## src/hw/rtl/bir_pkg.sv

```systemverilog
// Shared types and constants of the bilinear image resampler.
// Holds field widths, the register map, the command word passed from the
// front end to the back end, and the configuration reset values.
package bir_pkg;

  localparam int MAX_SRC_WIDTH  = 256;
  localparam int MAX_SRC_HEIGHT = 256;
  localparam int FRAC_BITS      = 8;

  localparam int COL_W  = $clog2(MAX_SRC_WIDTH);
  localparam int ROW_W  = $clog2(MAX_SRC_HEIGHT);
  localparam int ADDR_W = ROW_W + COL_W;

  localparam int IDX_W     = 12;
  localparam int SAMPLE_W  = 16;
  localparam int VALUE_W   = 24;
  localparam int STEP_W    = 24;
  localparam int SRC_SZ_W  = 9;
  localparam int OUT_SZ_W  = 13;
  localparam int STEP_FRAC = 16;
  localparam int POS_W     = IDX_W + STEP_W;
  localparam int POS_INT_W = POS_W - STEP_FRAC;
  // wide enough for a register value or a MAX size up to 4096
  localparam int EFF_W     = 13;

  localparam int TOP_W = SAMPLE_W + FRAC_BITS + 1;
  localparam int MIX_W = TOP_W + FRAC_BITS + 1;

  localparam int IN_TDATA_W  = 2 * IDX_W + SAMPLE_W;
  localparam int OUT_TDATA_W = VALUE_W;
  localparam int PADDR_W     = 5;
  localparam int PDATA_W     = 32;

  localparam int FIFO_DEPTH = 4;
  localparam int FIFO_PTR_W = $clog2(FIFO_DEPTH);

  typedef enum logic [2:0] {
    REG_SRC_WIDTH  = 3'd0,
    REG_SRC_HEIGHT = 3'd1,
    REG_OUT_WIDTH  = 3'd2,
    REG_OUT_HEIGHT = 3'd3,
    REG_X_STEP     = 3'd4,
    REG_Y_STEP     = 3'd5
  } reg_idx_t;

  typedef struct packed {
    logic [SRC_SZ_W-1:0] src_width;
    logic [SRC_SZ_W-1:0] src_height;
    logic [OUT_SZ_W-1:0] out_width;
    logic [OUT_SZ_W-1:0] out_height;
    logic [STEP_W-1:0]   x_step;
    logic [STEP_W-1:0]   y_step;
  } cfg_t;

  localparam cfg_t CFG_RESET = '{
    src_width:  9'd256,
    src_height: 9'd256,
    out_width:  13'd256,
    out_height: 13'd256,
    x_step:     24'd65536,
    y_step:     24'd65536
  };

  typedef enum logic [1:0] {
    CMD_LOAD    = 2'd0,
    CMD_QUERY   = 2'd1,
    CMD_OUTSIDE = 2'd2
  } cmd_kind_t;

  typedef struct packed {
    cmd_kind_t                    kind;
    logic [ROW_W-1:0]             r0;
    logic [ROW_W-1:0]             r1;
    logic [COL_W-1:0]             c0;
    logic [COL_W-1:0]             c1;
    logic [FRAC_BITS-1:0]         fx;
    logic [FRAC_BITS-1:0]         fy;
    logic signed [SAMPLE_W-1:0]   sample;
  } cmd_t;

endpackage

```

## src/hw/rtl/bir_regs.sv

```systemverilog
// Configuration register file of the resampler, on an APB-style port.
// Depends on bir_pkg for the register map and reset values.
module bir_regs (
  input  logic                         clk,
  input  logic                         rst,
  input  logic                         psel,
  input  logic                         penable,
  input  logic                         pwrite,
  input  logic [bir_pkg::PADDR_W-1:0]  paddr,
  input  logic [bir_pkg::PDATA_W-1:0]  pwdata,
  output logic [bir_pkg::PDATA_W-1:0]  prdata,
  output logic                         pready,
  output bir_pkg::cfg_t                cfg
);

  bir_pkg::reg_idx_t idx;
  logic              wr;

  assign idx    = bir_pkg::reg_idx_t'(paddr[bir_pkg::PADDR_W-1:2]);
  assign pready = 1'b1;
  assign wr     = psel & penable & pwrite & pready;

  always_ff @(posedge clk) begin
    if (rst) begin
      cfg <= bir_pkg::CFG_RESET;
    end else if (wr) begin
      unique case (idx)
        bir_pkg::REG_SRC_WIDTH:  cfg.src_width  <= pwdata[bir_pkg::SRC_SZ_W-1:0];
        bir_pkg::REG_SRC_HEIGHT: cfg.src_height <= pwdata[bir_pkg::SRC_SZ_W-1:0];
        bir_pkg::REG_OUT_WIDTH:  cfg.out_width  <= pwdata[bir_pkg::OUT_SZ_W-1:0];
        bir_pkg::REG_OUT_HEIGHT: cfg.out_height <= pwdata[bir_pkg::OUT_SZ_W-1:0];
        bir_pkg::REG_X_STEP:     cfg.x_step     <= pwdata[bir_pkg::STEP_W-1:0];
        bir_pkg::REG_Y_STEP:     cfg.y_step     <= pwdata[bir_pkg::STEP_W-1:0];
        default: ;
      endcase
    end
  end

  always_comb begin
    unique case (idx)
      bir_pkg::REG_SRC_WIDTH:  prdata = bir_pkg::PDATA_W'(cfg.src_width);
      bir_pkg::REG_SRC_HEIGHT: prdata = bir_pkg::PDATA_W'(cfg.src_height);
      bir_pkg::REG_OUT_WIDTH:  prdata = bir_pkg::PDATA_W'(cfg.out_width);
      bir_pkg::REG_OUT_HEIGHT: prdata = bir_pkg::PDATA_W'(cfg.out_height);
      bir_pkg::REG_X_STEP:     prdata = bir_pkg::PDATA_W'(cfg.x_step);
      bir_pkg::REG_Y_STEP:     prdata = bir_pkg::PDATA_W'(cfg.y_step);
      default:                 prdata = '0;
    endcase
  end

endmodule

```

## config.mk

```make
export PLATFORM = sky130hd
export DESIGN_NAME = bir_regs
export DESIGN_NICKNAME = d
export VERILOG_FILES = /design/src/hw/rtl/bir_pkg.sv /design/src/hw/rtl/bir_regs.sv
export SDC_FILE = /design/constraint.sdc
export NUM_CORES = 1
export LEC_CHECK = 0
export ABC_AREA = 1
export BUFFER_PORTS_ARGS = -buffer_cell sky130_fd_sc_hd__buf_4
export CORE_MARGIN = 5
export CORE_UTILIZATION = 51
export CTS_BUF_LIST = sky130_fd_sc_hd__clkbuf_8
export DETAILED_ROUTE_END_ITERATION = 12
export PLACE_DENSITY = 0.82
export SYNTH_ARGS = -nofsm -noshare
export SYNTH_HDL_FRONTEND = slang
export SYNTH_SLANG_ARGS = --single-unit
```

## constraint.sdc

```tcl
create_clock -name clk -period 1.59 [get_ports clk]
set_input_delay 0.318 -clock clk [delete_from_list [all_inputs] [get_ports clk]]
set_output_delay 0.318 -clock clk [all_outputs]
set_load 0.02 [all_outputs]
```

==> metrics.txt <==
Mapped Avg Cell Area roughly 6.3 µm²; Largest register FFs 92; Routed WL approximately 15000 µm; nets between 900 and 1k; root buffer cell clkbuf_8; #FFs+latches synth between 90 and 100; fin worst setup slack 0.003536 ns; gpl congestion approximately 0.95; CTS tree done; max frequency 0.6303 GHz; vias per inst between 5 and 6; final setup violating endpoints 0; crit path DAT around 1.3 ns; first-pass GRT wire length approximately 23000 µm; register area 0.001857 mm²; Detailed Routing Iterations Pass 1 5; fin crit share ~100%; Vias around 5.3k; maximum root-to-sink buffer count 2; n_diodes 0; Num CTS Buffers 9; Setup TNS Final 0 ns; WS Path Type flip-flop to output port; CP endpoint kind output port; top flop regs cfg x92; Cell Area, Synth roughly 0.0045 mm²; post-route ant nets 0; worst-skew pair later-pin latency 0.35 ns; CORE AREA just under 0.009 mm²; PortBufs between 100 and 150; drt initial violations 378; min-delay worst type input pin to flip-flop; Total GRT Usage between 20% and 30%; Post-DP HPWL approximately 11000 µm; H-tree depth 3; Area growth syn-to-layout 42.28%; WP data required approximately 1.3 ns; wire length per cell roughly 15 µm; largest net degree at the start of global routing 56; skew final 0 ns; hold_ws about 0.18 ns; pre-CTS WS -0.06900 ns; Slew headroom between 60% and 70%; clock slew at reported path FFs 0.08 ns; status complete, no violations; fin crit period about 1.6 ns; Cell Pwr Density around 740 mW/mm²; DRC 0; leakage 3.091 nW; critical path launch point type flip-flop; area leader, netlist dfxtp_1; Die Span Y 104.1 µm; Multi-input gate area 0.002341 mm²; Netlist cell types 18; fillers 680; unrepaired setup endpoints after global routing true; Syn Inst Count 716; worst vdd ir slightly below 0.4 mV; Sink Count ~90; Slew Limit Fails 0; Synth area leaders dfxtp_1, nor2_1, nand2_1, nand3_1, nand4_1; worst-margin pin slew about 0.53 ns; Starting Density about 52%; worst-path maximum fanout 3; post-synthesis sequential area ratio between 40% and 50%; vias in the first global route roughly 4.7k; Cell Rows 34; layout cells sized above 1 a little under a third; Synthesis Warnings 0; max_cap viols 0; total gr overflow 0; Die W about 100 µm; Largest Register cfg; final hold vios 0; post-synth top area share 40.75%; initial antenna violation count 0; DIE AREA roughly 0.011 mm²; I/O Pins 167
[path summary, 6_finish.rpt]
kind	from	end	slack [ns]	cells past startpoint
setup / recovery	cfg[0]$_SDFFE_PP0P_	prdata[0]	0.004	5
hold / removal	pwdata[16]	cfg[40]$_SDFFE_PP1P_	0.18	3
setup reg to reg	cfg[30]$_SDFFE_PP0P_	cfg[30]$_SDFFE_PP0P_	0.93	2
hold reg to reg	cfg[4]$_SDFFE_PP0P_	cfg[4]$_SDFFE_PP0P_	0.50	2
[where the power goes]
part	internal (mW)	leakage (nW)	switching, mW	total [mW]
Sequential	2.33	0.749	0.0272	2.36
Clock	0.916	0.115	0.813	1.73
Combinational	0.265	2.23	0.404	0.668
[metrics by stage]
| stage | instances | util, % | area [µm²] | power, mW |
|---|---|---|---|---|
| 2_1_floorplan | 723 | - | 4561 | 2.761 |
| 5_1_grt | 993 | 74.09 | 6430 | 4.932 |
| 6_report | 993 | 74.09 | 6430 | 4.756 |
| 3_3_place_gp | 965 | 68.11 | 5911 | 2.998 |
| 4_1_cts | 988 | 72.35 | 6279 | 4.745 |
| 3_5_place_dp | 965 | 68.11 | 5911 | 3.012 |
[logic make-up (layout without fill, tap and decap cells)]
logic type	after synthesis	count (layout)	synth area share (%)
buf+inv	104	266	10.66
flops	92	92	40.75
compound gates	23	23	2.547
other cells	2	9	0.1662
simple gates	495	495	45.87
[cell usage after synthesis]
library cell / n
nand4_1: 30
inv_2: 2
clkbuf_1: 18
dfxtp_1: 92
a21oi_1: 6
nand3_1: 78
inv_1: 45
nand2_1: 187
buf_2: 16
nor2_1: 192
nor2_4: 3
o21ai_0: 17
buf_4: 19
conb_1: 2
clkinv_1: 1
buf_1: 3
nand3_2: 2
nor2_2: 3
[critical path: stages (launching register included)]
cell and delay (ns):
dfxtp_1 0.34, nand4_1 0.13, nand2_2 0.09, nor2_2 0.12
nand2_1 0.07, buf_4 0.15
[routing by layer]
metal,global-route usage [%],routed length (µm),vias up
met5,0,0,-
met4,8.048,416,0
met3,6.766,1536,42
met2,45.36,7607,297
met1,31.63,5753,2375
li1,-,-,2548
[final cells by class]
type                       instances  area share [%]
clock buffer                      10           2.140
multi-input combinational        527           36.41
inverter                          48           3.075
tap                              108           2.102
clock inverter                     6           1.245
sequential                        92           28.88
timing repair buffer             202           26.15
[repair_timing]
item / in CTS / in global routing
endpoints found under the setup margin: 23 / 21
gates cloned: 2 / 2
pin swaps: 4 / 11
hold buffers: 0 / 0
setup buffers: 5 / 5
hold endpoints to repair: 0 / 0
gates resized for setup: 24 / 53
[cells in the final DEF (no fill, tap or decap), drive strengths merged]
| cell type | synthesis | layout |
|---|---|---|
| a21oi | 6 | 6 |
| buf | 38 | 202 |
| bufinv | 0 | 2 |
| clkbuf | 18 | 10 |
| clkinv | 1 | 2 |
| clkinvlp | 0 | 1 |
| conb | 2 | 9 |
| dfxtp | 92 | 92 |
| inv | 47 | 49 |
| nand2 | 187 | 187 |
| nand3 | 80 | 80 |
| nand4 | 30 | 30 |
| nor2 | 198 | 198 |
| o21ai | 17 | 17 |
(Power assumes the default switching activity.)
