<file path="config.mk">
export PLATFORM = sky130hd
export DESIGN_NAME = bir_cmd_fifo
export DESIGN_NICKNAME = d
export VERILOG_FILES = /design/src/hw/rtl/bir_pkg.sv /design/src/hw/rtl/bir_cmd_fifo.sv
export SDC_FILE = /design/constraint.sdc
export NUM_CORES = 1
export LEC_CHECK = 0
export ABC_CLOCK_PERIOD_IN_PS = 4500
export BUFFER_PORTS_ARGS = -buffer_cell sky130_fd_sc_hd__buf_4
export CAP_MARGIN = 20
export CELL_PAD_IN_SITES_DETAIL_PLACEMENT = 0
export CELL_PAD_IN_SITES_GLOBAL_PLACEMENT = 1
export CORE_MARGIN = 3
export CORE_UTILIZATION = 40
export CTS_CLUSTER_SIZE = 14
export DETAILED_ROUTE_END_ITERATION = 12
export GPL_ROUTABILITY_DRIVEN = 0
export PLACE_DENSITY_LB_ADDON = 0.1
export SLEW_MARGIN = 10
export SYNTH_ARGS = -nofsm -noshare
export SYNTH_HDL_FRONTEND = slang
export SYNTH_SLANG_ARGS = --single-unit
export TNS_END_PERCENT = 30
</file>
<file path="constraint.sdc">
create_clock -name clk -period 4.5 [get_ports clk]
set_input_delay 0.9 -clock clk [delete_from_list [all_inputs] [get_ports clk]]
set_output_delay 0.9 -clock clk [all_outputs]
set_load 0.03 [all_outputs]
</file>
<file path="src/hw/rtl/bir_pkg.sv">
// Shared types and constants of the bilinear image resampler.
// Holds field widths, the register map, the command word passed from the
// front end to the back end, and the configuration reset values.
package bir_pkg;

  localparam int MAX_SRC_WIDTH  = 256;
  localparam int MAX_SRC_HEIGHT = 256;
  localparam int FRAC_BITS      = 8;

  localparam int COL_W  = $clog2(MAX_SRC_WIDTH);
  localparam int ROW_W  = $clog2(MAX_SRC_HEIGHT);
  localparam int ADDR_W = ROW_W + COL_W;

  localparam int IDX_W     = 12;
  localparam int SAMPLE_W  = 16;
  localparam int VALUE_W   = 24;
  localparam int STEP_W    = 24;
  localparam int SRC_SZ_W  = 9;
  localparam int OUT_SZ_W  = 13;
  localparam int STEP_FRAC = 16;
  localparam int POS_W     = IDX_W + STEP_W;
  localparam int POS_INT_W = POS_W - STEP_FRAC;
  // wide enough for a register value or a MAX size up to 4096
  localparam int EFF_W     = 13;

  localparam int TOP_W = SAMPLE_W + FRAC_BITS + 1;
  localparam int MIX_W = TOP_W + FRAC_BITS + 1;

  localparam int IN_TDATA_W  = 2 * IDX_W + SAMPLE_W;
  localparam int OUT_TDATA_W = VALUE_W;
  localparam int PADDR_W     = 5;
  localparam int PDATA_W     = 32;

  localparam int FIFO_DEPTH = 4;
  localparam int FIFO_PTR_W = $clog2(FIFO_DEPTH);

  typedef enum logic [2:0] {
    REG_SRC_WIDTH  = 3'd0,
    REG_SRC_HEIGHT = 3'd1,
    REG_OUT_WIDTH  = 3'd2,
    REG_OUT_HEIGHT = 3'd3,
    REG_X_STEP     = 3'd4,
    REG_Y_STEP     = 3'd5
  } reg_idx_t;

  typedef struct packed {
    logic [SRC_SZ_W-1:0] src_width;
    logic [SRC_SZ_W-1:0] src_height;
    logic [OUT_SZ_W-1:0] out_width;
    logic [OUT_SZ_W-1:0] out_height;
    logic [STEP_W-1:0]   x_step;
    logic [STEP_W-1:0]   y_step;
  } cfg_t;

  localparam cfg_t CFG_RESET = '{
    src_width:  9'd256,
    src_height: 9'd256,
    out_width:  13'd256,
    out_height: 13'd256,
    x_step:     24'd65536,
    y_step:     24'd65536
  };

  typedef enum logic [1:0] {
    CMD_LOAD    = 2'd0,
    CMD_QUERY   = 2'd1,
    CMD_OUTSIDE = 2'd2
  } cmd_kind_t;

  typedef struct packed {
    cmd_kind_t                    kind;
    logic [ROW_W-1:0]             r0;
    logic [ROW_W-1:0]             r1;
    logic [COL_W-1:0]             c0;
    logic [COL_W-1:0]             c1;
    logic [FRAC_BITS-1:0]         fx;
    logic [FRAC_BITS-1:0]         fy;
    logic signed [SAMPLE_W-1:0]   sample;
  } cmd_t;

endpackage

</file>
<file path="src/hw/rtl/bir_cmd_fifo.sv">
// Short command queue between the resampler front end and back end.
// Depends on bir_pkg for the command word and the queue depth.
module bir_cmd_fifo (
  input  logic          clk,
  input  logic          rst,
  input  logic          push,
  input  bir_pkg::cmd_t push_data,
  input  logic          pop,
  output bir_pkg::cmd_t head,
  output logic          full,
  output logic          empty
);

  localparam int CNT_W = bir_pkg::FIFO_PTR_W + 1;

  bir_pkg::cmd_t                   entries [bir_pkg::FIFO_DEPTH];
  logic [bir_pkg::FIFO_PTR_W-1:0]  wr_ptr;
  logic [bir_pkg::FIFO_PTR_W-1:0]  rd_ptr;
  logic [CNT_W-1:0]                count;

  assign head  = entries[rd_ptr];
  assign full  = (count == CNT_W'(bir_pkg::FIFO_DEPTH));
  assign empty = (count == '0);

  always_ff @(posedge clk) begin
    if (push) begin
      entries[wr_ptr] <= push_data;
    end
  end

  always_ff @(posedge clk) begin
    if (rst) begin
      wr_ptr <= '0;
      rd_ptr <= '0;
      count  <= '0;
    end else begin
      if (push) wr_ptr <= wr_ptr + 1'b1;
      if (pop)  rd_ptr <= rd_ptr + 1'b1;
      if (push && !pop) begin
        count <= count + 1'b1;
      end else if (pop && !push) begin
        count <= count - 1'b1;
      end
    end
  end

  a_no_overflow: assert property (@(posedge clk) disable iff (rst) push |-> !full)
    else $error("command pushed into a full queue");
  a_no_underflow: assert property (@(posedge clk) disable iff (rst) pop |-> !empty)
    else $error("command popped from an empty queue");
  a_count_range: assert property (@(posedge clk) disable iff (rst)
    count <= CNT_W'(bir_pkg::FIFO_DEPTH))
    else $error("queue count beyond depth");
  a_count_up: assert property (@(posedge clk) disable iff (rst)
    (push && !pop) |=> count == $past(count) + 1'b1)
    else $error("queue count did not advance on push");

endmodule

</file>
==> metrics.md <==
| Metric | Value |
|---|---|
| Number of global-route vias before repair | 4869 |
| Post-synth EDFFs | 264 |
| Clock-pin transition on the worst setup and hold timing paths | 0.06 ns |
| Final Cell Area | 0.0124 mm² |
| Drt first pass iters | 4 |
| Pins over their slew limit | 0 |
| Syn avg cell area | 25.6 µm² |
| Core area | 0.0244 mm² |
| CTS Buffer Depth | 3 |
| Synth Instances | 388 |
| Postcts setup bufs | 0 |
| Placed Area | 0.0114 mm² |
| Critical Path AT | 2.49 ns |
| DRC | 0 |
| Setup repair after global routing missed its margin | false |
| Sink Count | 273 |
| CP Class | register to output port |
| Mapped Area | 0.00995 mm² |
| Die X | 164 µm |
| Period minus WS final | 3.39 ns |
| Sequential area share after synthesis | 81.5% |
| CP endpoint kind | output port |
| First-pass GRT wire length | 27.9 mm |
| Layout area overhead | 24.4% |
| Mapped Nets | 464 |
| Hold/Removal Path Class | register to register |
| Yosys cell types | 21 |
| Hpwl dp | 10.3 mm |
| Synth Register Bits | 273 |
| Vias per std cell | 5.00 |
| H-Tree Depth | 1 |
| Final period util | 75.3% |
| First DRT Iteration DRCs | 255 |
| Slew Limit Headroom | 31.3% |
| Cell Count, Final, Fillers Out | 893 |
| Leakage | 4.18 nW |
| Pwr/cell area | 491 mW/mm² |
| Initial antenna violation count | 1 |
| Clk Latency, worst-skew pair | 0.53 ns |
| Die Ht | 164 µm |
| Synth async-reset ratio | 0% |
| Synth area leaders | edfxtp_1 80%, mux4_2 15%, dfxtp_1 1.8% |
| Num CTS Buffers | 29 |
| Final WL | 18.4 mm |
| Cts repair resizes | 0 |
| Nets@finish | 622 |
| Post-synth top area share | 79.7% |
| Hold slack | 0.511 ns |
| Crit start category | register |
| Setup WS post-layout | 1.11 ns |
| Share of post-route cells with drive strength above 1 | 45.3% |
| Setup TNS Final | 0 ns |
| Clock root buffer | clkbuf_16 |
| Total GRT Usage | 13.7% |
| Status | finished clean |
| DP Cell Count | 838 |
| Largest area contributor in the netlist | edfxtp_1 |
| Most frequent cells after synthesis | 264 x edfxtp_1, 66 x mux4_2, 9 x dfxtp_1 |
| Pin count of the biggest net entering global routing | 67 |
| Detail Route Antenna Nets | 0 |
| Final setup violation count | 0 |
| Max Clock Skew | 0.0103 ns |
| CP Max Fanout | 27 |
| I/O pins | 138 |
| Max-cap viol count | 0 |
| Highest achievable clock rate | 295 MHz |
| CP required | 3.60 ns |
| Row count | 57 |
| Endpoints failing hold | 0 |
| Count leader, synth | edfxtp_1 |
| GR Overflow Total | 0 |
| Die area | 0.0268 mm² |
| Max VDD drop | 0.261 mV |
| Minimum setup slack after placement | 1.55 ns |
| Synth warn | 0 |
| Primary FF master, synth | edfxtp_1 |
| Worst-Margin Slew | 1.03 ns |
| Fin util | 50.7% |
| CTS Hold Bufs | 0 |
| Number of diodes | 0 |
| Initial Util | 40.8% |
| WL per Instance | 20.6 µm |
| CTS tree | done |
| PortBufs | 137 |
| Vias | 4467 |
| Tot Pwr | 6.07 mW |
-- cell families (layout without fill, tap and decap cells) --
group / Yosys count / after routing / share of synthesized area (%)
fa+ha+maj: 6 / 6 / 0.830
flops: 273 / 273 / 81.5
compound gates: 2 / 2 / 0.101
simple gates: 15 / 15 / 0.742
buf+inv: 19 / 200 / 1.23
xor+xnor: 5 / 5 / 0.440
mux: 68 / 68 / 15.1
-- power by group --
group          internal, mW  leakage [nW]  total, mW  switching (mW)
logic                 0.316          1.19      0.719           0.403
registers              2.92          2.50       2.99          0.0657
clock network          1.47         0.484       2.37           0.904
-- metal layers --
| metal | wire length (µm) | track usage [%] | vias up |
|---|---|---|---|
| li1 | - | - | 1966 |
| met2 | 9220 | 23.0 | 127 |
| met1 | 7650 | 18.2 | 2349 |
| met5 | 13 | 0 | - |
| met4 | 297 | 3.38 | 2 |
| met3 | 1190 | 3.46 | 23 |
-- worst paths after layout --
kind	from	to	slack, ns	depth (start not counted)
max	register	head[44]	1.11	3
min	count[2]	count[2]	0.51	2
max reg2reg	wr_ptr[0]	entries[0][40]	2.68	3
min reg2reg	count[2]	count[2]	0.51	2
-- sequential cells by signal, summed over array words and instances, names as in the netlist, named ones only --
name and count:
count 3, wr_ptr 2, rd_ptr 2, entries 264
-- layout make-up --
cell class	instances	area, µm²
Fill cell	2007	12000
Timing Repair Buffer	142	1130
Sequential cell	273	8120
Inverter	4	15.0
Tap cell	324	405
Clock inverter	12	134
Multi-Input combinational cell	96	1730
Clock buffer	42	845
-- worst max-delay path, cell delays in order, from the launching register on --
cell	delay [ns]
dfxtp_4	0.74
buf_4	0.45
mux4_2	0.57
buf_4	0.19
-- cell usage in the layout (no fill, tap or decap) --
| cell type | n |
|---|---|
| a21oi_1 | 1 |
| and2_4 | 4 |
| buf_12 | 2 |
| buf_16 | 2 |
| buf_4 | 138 |
| bufinv_16 | 3 |
| clkbuf_1 | 6 |
| clkbuf_16 | 29 |
| clkbuf_8 | 7 |
| clkinv_1 | 4 |
| clkinv_2 | 4 |
| dfxtp_1 | 7 |
| dfxtp_4 | 2 |
| edfxtp_1 | 264 |
| fa_1 | 1 |
| ha_1 | 5 |
| inv_1 | 4 |
| inv_6 | 1 |
| mux2i_1 | 2 |
| mux4_2 | 66 |
| nand2_1 | 1 |
| nor2_1 | 7 |
| nor3_1 | 1 |
| nor3b_1 | 1 |
| o21ai_0 | 1 |
| or3_1 | 1 |
| xnor2_1 | 2 |
| xor2_1 | 3 |
Power figures use the tool's default switching activity.
