**config.mk**
```make
export PLATFORM = sky130hd
export DESIGN_NAME = bir_front
export DESIGN_NICKNAME = d
export VERILOG_FILES = /design/src/hw/rtl/bir_pkg.sv /design/src/hw/rtl/bir_front.sv
export SDC_FILE = /design/constraint.sdc
export NUM_CORES = 2
export LEC_CHECK = 0
export BUFFER_PORTS_ARGS = -buffer_cell sky130_fd_sc_hd__buf_2
export CAP_MARGIN = 20
export CORE_ASPECT_RATIO = 0.7
export CORE_MARGIN = 3
export CORE_UTILIZATION = 50
export CTS_CLUSTER_SIZE = 30
export DETAILED_ROUTE_END_ITERATION = 6
export PLACE_DENSITY = 0.71
export SLEW_MARGIN = 25
export SYNTH_ARGS = -nofsm -noshare
export SYNTH_HDL_FRONTEND = slang
export SYNTH_SLANG_ARGS = --single-unit
```
**constraint.sdc**
```tcl
create_clock -name clk -period 6.05 [get_ports clk]
set_clock_uncertainty 0.05 [all_clocks]
set_input_delay 1.21 -clock clk [delete_from_list [all_inputs] [get_ports clk]]
set_output_delay 1.21 -clock clk [all_outputs]
set_load 0.005 [all_outputs]
```
**src/hw/rtl/bir_pkg.sv**
```systemverilog
// Shared types and constants of the bilinear image resampler.
// Holds field widths, the register map, the command word passed from the
// front end to the back end, and the configuration reset values.
package bir_pkg;

  localparam int MAX_SRC_WIDTH  = 256;
  localparam int MAX_SRC_HEIGHT = 256;
  localparam int FRAC_BITS      = 8;

  localparam int COL_W  = $clog2(MAX_SRC_WIDTH);
  localparam int ROW_W  = $clog2(MAX_SRC_HEIGHT);
  localparam int ADDR_W = ROW_W + COL_W;

  localparam int IDX_W     = 12;
  localparam int SAMPLE_W  = 16;
  localparam int VALUE_W   = 24;
  localparam int STEP_W    = 24;
  localparam int SRC_SZ_W  = 9;
  localparam int OUT_SZ_W  = 13;
  localparam int STEP_FRAC = 16;
  localparam int POS_W     = IDX_W + STEP_W;
  localparam int POS_INT_W = POS_W - STEP_FRAC;
  // wide enough for a register value or a MAX size up to 4096
  localparam int EFF_W     = 13;

  localparam int TOP_W = SAMPLE_W + FRAC_BITS + 1;
  localparam int MIX_W = TOP_W + FRAC_BITS + 1;

  localparam int IN_TDATA_W  = 2 * IDX_W + SAMPLE_W;
  localparam int OUT_TDATA_W = VALUE_W;
  localparam int PADDR_W     = 5;
  localparam int PDATA_W     = 32;

  localparam int FIFO_DEPTH = 4;
  localparam int FIFO_PTR_W = $clog2(FIFO_DEPTH);

  typedef enum logic [2:0] {
    REG_SRC_WIDTH  = 3'd0,
    REG_SRC_HEIGHT = 3'd1,
    REG_OUT_WIDTH  = 3'd2,
    REG_OUT_HEIGHT = 3'd3,
    REG_X_STEP     = 3'd4,
    REG_Y_STEP     = 3'd5
  } reg_idx_t;

  typedef struct packed {
    logic [SRC_SZ_W-1:0] src_width;
    logic [SRC_SZ_W-1:0] src_height;
    logic [OUT_SZ_W-1:0] out_width;
    logic [OUT_SZ_W-1:0] out_height;
    logic [STEP_W-1:0]   x_step;
    logic [STEP_W-1:0]   y_step;
  } cfg_t;

  localparam cfg_t CFG_RESET = '{
    src_width:  9'd256,
    src_height: 9'd256,
    out_width:  13'd256,
    out_height: 13'd256,
    x_step:     24'd65536,
    y_step:     24'd65536
  };

  typedef enum logic [1:0] {
    CMD_LOAD    = 2'd0,
    CMD_QUERY   = 2'd1,
    CMD_OUTSIDE = 2'd2
  } cmd_kind_t;

  typedef struct packed {
    cmd_kind_t                    kind;
    logic [ROW_W-1:0]             r0;
    logic [ROW_W-1:0]             r1;
    logic [COL_W-1:0]             c0;
    logic [COL_W-1:0]             c1;
    logic [FRAC_BITS-1:0]         fx;
    logic [FRAC_BITS-1:0]         fy;
    logic signed [SAMPLE_W-1:0]   sample;
  } cmd_t;

endpackage

```
**src/hw/rtl/bir_front.sv**
```systemverilog
// Front end: accepts input words, classifies them and forms the source
// neighbour coordinates and weights of a query. Depends on bir_pkg.
module bir_front (
  input  logic                             clk,
  input  logic                             rst,
  input  logic                             s_axis_tvalid,
  output logic                             s_axis_tready,
  input  logic [bir_pkg::IN_TDATA_W-1:0]   s_axis_tdata,
  input  logic                             s_axis_tuser,
  input  bir_pkg::cfg_t                    cfg,
  output logic                             push,
  output bir_pkg::cmd_t                    push_data,
  input  logic                             full
);

  typedef enum logic [2:0] {
    F_IDLE = 3'b001,
    F_MUL  = 3'b010,
    F_PUSH = 3'b100
  } front_state_t;

  localparam int XI_W = bir_pkg::POS_INT_W + 1;

  front_state_t                          state;
  logic                                  action;
  logic [bir_pkg::IDX_W-1:0]             row;
  logic [bir_pkg::IDX_W-1:0]             col;
  logic signed [bir_pkg::SAMPLE_W-1:0]   sample;
  logic [bir_pkg::POS_W-1:0]             px;
  logic [bir_pkg::POS_W-1:0]             py;
  logic                                  keep;
  bir_pkg::cmd_kind_t                    kind;

  logic [bir_pkg::EFF_W-1:0] w_eff, h_eff, w_last, h_last;
  logic [XI_W-1:0]           xi, yi, xi1, yi1;
  logic [bir_pkg::EFF_W-1:0] x0, x1, y0, y1;
  logic                      in_src, in_out;

  // hold off the sender while reset is applied
  assign s_axis_tready = (state == F_IDLE) && !rst;

  always_comb begin
    w_eff = ({4'b0, cfg.src_width} < bir_pkg::EFF_W'(bir_pkg::MAX_SRC_WIDTH)) ?
            bir_pkg::EFF_W'(cfg.src_width) : bir_pkg::EFF_W'(bir_pkg::MAX_SRC_WIDTH);
    h_eff = ({4'b0, cfg.src_height} < bir_pkg::EFF_W'(bir_pkg::MAX_SRC_HEIGHT)) ?
            bir_pkg::EFF_W'(cfg.src_height) : bir_pkg::EFF_W'(bir_pkg::MAX_SRC_HEIGHT);
    w_last = (w_eff == '0) ? '0 : w_eff - 1'b1;
    h_last = (h_eff == '0) ? '0 : h_eff - 1'b1;

    in_src = ({1'b0, row} < h_eff) && ({1'b0, col} < w_eff);
    in_out = ({1'b0, row} < cfg.out_height) && ({1'b0, col} < cfg.out_width);

    xi  = {1'b0, px[bir_pkg::POS_W-1:bir_pkg::STEP_FRAC]};
    yi  = {1'b0, py[bir_pkg::POS_W-1:bir_pkg::STEP_FRAC]};
    xi1 = xi + 1'b1;
    yi1 = yi + 1'b1;
    // clamp both neighbours to the last valid column and row
    x0 = (xi  > XI_W'(w_last)) ? w_last : bir_pkg::EFF_W'(xi);
    x1 = (xi1 > XI_W'(w_last)) ? w_last : bir_pkg::EFF_W'(xi1);
    y0 = (yi  > XI_W'(h_last)) ? h_last : bir_pkg::EFF_W'(yi);
    y1 = (yi1 > XI_W'(h_last)) ? h_last : bir_pkg::EFF_W'(yi1);

    push_data.kind   = kind;
    push_data.sample = sample;
    push_data.fx     = px[bir_pkg::STEP_FRAC-1 -: bir_pkg::FRAC_BITS];
    push_data.fy     = py[bir_pkg::STEP_FRAC-1 -: bir_pkg::FRAC_BITS];
    if (kind == bir_pkg::CMD_LOAD) begin
      push_data.r0 = row[bir_pkg::ROW_W-1:0];
      push_data.r1 = row[bir_pkg::ROW_W-1:0];
      push_data.c0 = col[bir_pkg::COL_W-1:0];
      push_data.c1 = col[bir_pkg::COL_W-1:0];
    end else begin
      push_data.r0 = y0[bir_pkg::ROW_W-1:0];
      push_data.r1 = y1[bir_pkg::ROW_W-1:0];
      push_data.c0 = x0[bir_pkg::COL_W-1:0];
      push_data.c1 = x1[bir_pkg::COL_W-1:0];
    end

    push = (state == F_PUSH) && keep && !full;
  end

  always_ff @(posedge clk) begin
    if (rst) begin
      state <= F_IDLE;
    end else begin
      unique case (state)
        F_IDLE: begin
          if (s_axis_tvalid) begin
            action <= s_axis_tuser;
            row    <= s_axis_tdata[bir_pkg::IDX_W-1:0];
            col    <= s_axis_tdata[2*bir_pkg::IDX_W-1:bir_pkg::IDX_W];
            sample <= s_axis_tdata[bir_pkg::IN_TDATA_W-1:2*bir_pkg::IDX_W];
            state  <= F_MUL;
          end
        end
        F_MUL: begin
          px   <= col * cfg.x_step;
          py   <= row * cfg.y_step;
          // drop loads that fall outside the source image
          keep <= action | in_src;
          kind <= !action ? bir_pkg::CMD_LOAD :
                  (in_out ? bir_pkg::CMD_QUERY : bir_pkg::CMD_OUTSIDE);
          state <= F_PUSH;
        end
        F_PUSH: begin
          if (!keep || !full) begin
            state <= F_IDLE;
          end
        end
        default: state <= F_IDLE;
      endcase
    end
  end

endmodule

```
==> qor.yml <==
run_status:
  run_status: "complete, no violations"
sta:
  rsz0062_at_grt: "true"
  fin_crit_ns: 5.943
  finalSetupViolations: 0
  final_max_slew_viol_count: 0
  maxSlewHeadroom_pct: 36.16
  tns_ns: 0
  hold_viol: 0
  period_share_pct: 98.24
  fmax_mhz: 168.3
  holdWs_ns: 0.4576
  max_slew.worst_pin.slew_ns: 0.9577
yosys:
  synth_fa_ha_area_share_pct: 48.36
  synth-simple-area-share_pct: 17.34
  synth-compound-area-share_pct: 7.035
  syn_nets: 3494
  syn_avg_cell_area_um2: 9.009
  synth_top_family_by_area: "adder cells"
  async_reset_ff_share_pct: 0
  yosys_most_used_dff: "edfxtp_1"
  yosysWarnings: 0
  syn_inst: 2685
  synthMuxAreaShare_pct: 0.9156
  synthXorXnorAreaFrac_pct: 2.897
  syn_area_um2: 24190
  synth-seq-cells: 103
  netlist-cell-type-count: 81
  synth-edff-count: 100
  ys_seq_area_share_pct: 12.66
grt:
  grt_pass1_wl_mm: 114.7
  grt_max_degree: 60
  grt_overflow: 0
  antenna_found_initial: 4
  grt_pass1_vias: 21312
  grt_use_total_pct: 29.17
clock_network:
  cts.sink_count: 103
  clk_pin_slew_ns: 0.09
  ctsHoldBuffers: 0
  cts_tree: "done"
  cts_made_buffers: 9
  h-tree-depth: 3
  cts-root-buf: "clkbuf_16"
  clock_latency_ns: 0.41
  cts.path.max_buffers: 2
power_and_ir_drop:
  comb_power_share_pct: 85.8
  powerDensity_nw_per_um2: 528.7
  max-vdd-ir-drop_mv: 0.4806
  p_sw_uw: 7000
  clkPwrFrac_pct: 4.5
  p_sw_share_pct: 46.55
  p_total_uw: 15040
  leakage_uw: 0.01422
  p_seq_share_pct: 9.7
  power.internal_uw: 8038
die:
  dieArea_um2: 51090
  coreArea_um2: 47150
  row_count: 66
  start_util_pct: 51.30
  die_w_um: 268.9
  fp.dieH_um: 190.0
  io_pins: 205
critical_path:
  cp.arrival_ns: 6.05
  critPathKind: "in -> reg"
  cp-start-kind: "input pin"
  cp-end-kind: "flip-flop"
  path_max_fanout: 9
  cp_data_required_time_ns: 6.15
  reg2regPathDepth: 16
  reg2reg_slack_ns: 0.19
  timing.rr.end: "py[30]$_DFFE_PP_"
  startpoint: "cfg[29]"
  r2r_start: "row[7]$_DFFE_PP_"
cells_and_area:
  instances_no_fill: 3677
  multi_input_comb_area_um2: 19010
  drive_above_1_share_pct: 19.55
  area_delta_synth_final_pct: 17.59
  seqCellArea_um2: 3063
  mostFrequentLayoutCell: "inv_1"
  final_core_util_pct: 60.32
  fin_nets: 3832
  layout_common_cells: "inv_1, nand2_1, fa_1"
  n_fill_cell: 3963
drt:
  first_iter_violations: 1674
  drcViolationCount: 0
  avgRoutedWirePerCell_um: 19.56
  routed_wirelength_mm: 71.93
  firstDrtPassIters: 5
  antenna_left: 0
  vias: 19947
  vias_per_cell: 5.425
hold_path:
  hold_class: "reg -> reg"
  min_path_cells: 1
  hold_start: "state[0]$_SDFFE_PP1P_"
  holdPathEnd: "state[2]$_SDFFE_PP0P_"
place:
  hpwl_mm: 59.48
  portBuffers: 204
  dp.cells: 3642
  routabilityCongestion: 0.9737
job:
  drv_cap: 0
-- worst max path at each step --
stage,to,slack [ns],cells after the start
2_1_floorplan,px[35]$_DFFE_PP_,0.001,21
3_3_place_gp,px[35]$_DFFE_PP_,-0.35,19
3_5_place_dp,px[35]$_DFFE_PP_,-0.42,19
4_1_cts,py[35]$_DFFE_PP_,0.002,20
5_1_grt,px[35]$_DFFE_PP_,-0.04,20
6_report,px[33]$_DFFE_PP_,0.11,22
-- critical path, stage by stage --
cell and delay, ns:
buf_8 0.12, buf_4 0.14, nand2_1 0.07, fa_1 0.50
fa_1 0.53, inv_1 0.04, ha_1 0.27, inv_1 0.06
fa_1 0.55, inv_1 0.06, fa_1 0.51, ha_4 0.32
nand3_2 0.12, nor4_4 0.31, a311oi_2 0.06, buf_4 0.18
o21ai_4 0.20, a31oi_4 0.16, o311ai_4 0.30, buf_4 0.16
buf_4 0.10, xor2_2 0.05
-- per-layer routing --
layer  part of all wire, %  GRT usage (%)  vias up
met2                    42          41.86      996
li1                      -              -     8980
met3                    12          10.98       92
met1                    44          41.95     9879
met4                   2.1          6.607        0
met5                     0              0        -
-- Yosys cell counts (27+ instances only) --
master | number | share of area (%)
and2_1 | 160 | 4.1
nand2_1 | 481 | 7.5
fa_1 | 438 | 36
clkbuf_1 | 108 | 1.7
a21oi_1 | 68 | 1.4
nand3_1 | 36 | 0.74
inv_1 | 545 | 8.5
nor3_1 | 30 | 0.62
edfxtp_1 | 100 | 12
nand4_1 | 27 | 0.70
nor2_1 | 64 | 0.99
a21o_1 | 42 | 1.3
xnor2_1 | 57 | 2.1
ha_1 | 234 | 12
-- timing repair --
action	CTS	global route
hold endpoints to repair	0	0
setup buffers	0	16
pin swaps	1	81
gates resized for setup	0	139
setup endpoints to repair	1	50
-- state kept, by name, summed over array words and instances, names as in the netlist --
register,flops
col,12
sample,16
px,28
kind,2
state,3
py,28
keep,1
action,1
row,12
-- metrics by stage --
stage                     setup WS, ns  area (um^2)
final                           0.1066        28440
after global routing          -0.03972        28440
after CTS                     0.001649        27800
after detailed placement       -0.4231        27490
after global placement         -0.3461        27490
after floorplan               0.001429        24360
-- kinds of logic (layout without fill, tap and decap cells) --
kind of cell	Yosys count	count (layout)
and+or+nand+nor	885	885
buffers and inverters	675	1018
adders and majority gates	672	672
AOI/OAI and AO/OA	249	249
DFF	103	103
xor gates and xnor gates	80	80
muxes	21	21
other	0	3
-- power by group through the flow --
stage	Combinational (uW)	Clock, uW	Sequential [uW]
finish	12900	679	1460
global route	14300	717	1460
CTS	11800	693	1460
detailed placement	11700	0	1470
global placement	11300	0	1470
floorplan	7160	0	1430
-- cell type report --
cell class / count / area share [%]
Antenna cell: 3 / 0.02639
Clock buffer: 10 / 0.8050
Clock inverter: 6 / 0.2727
Inverter: 546 / 7.206
Multi-Input combinational cell: 1907 / 66.85
Sequential cell: 103 / 10.77
Tap cell: 646 / 2.842
Timing Repair Buffer: 456 / 11.23
Power figures use the tool's default switching activity.
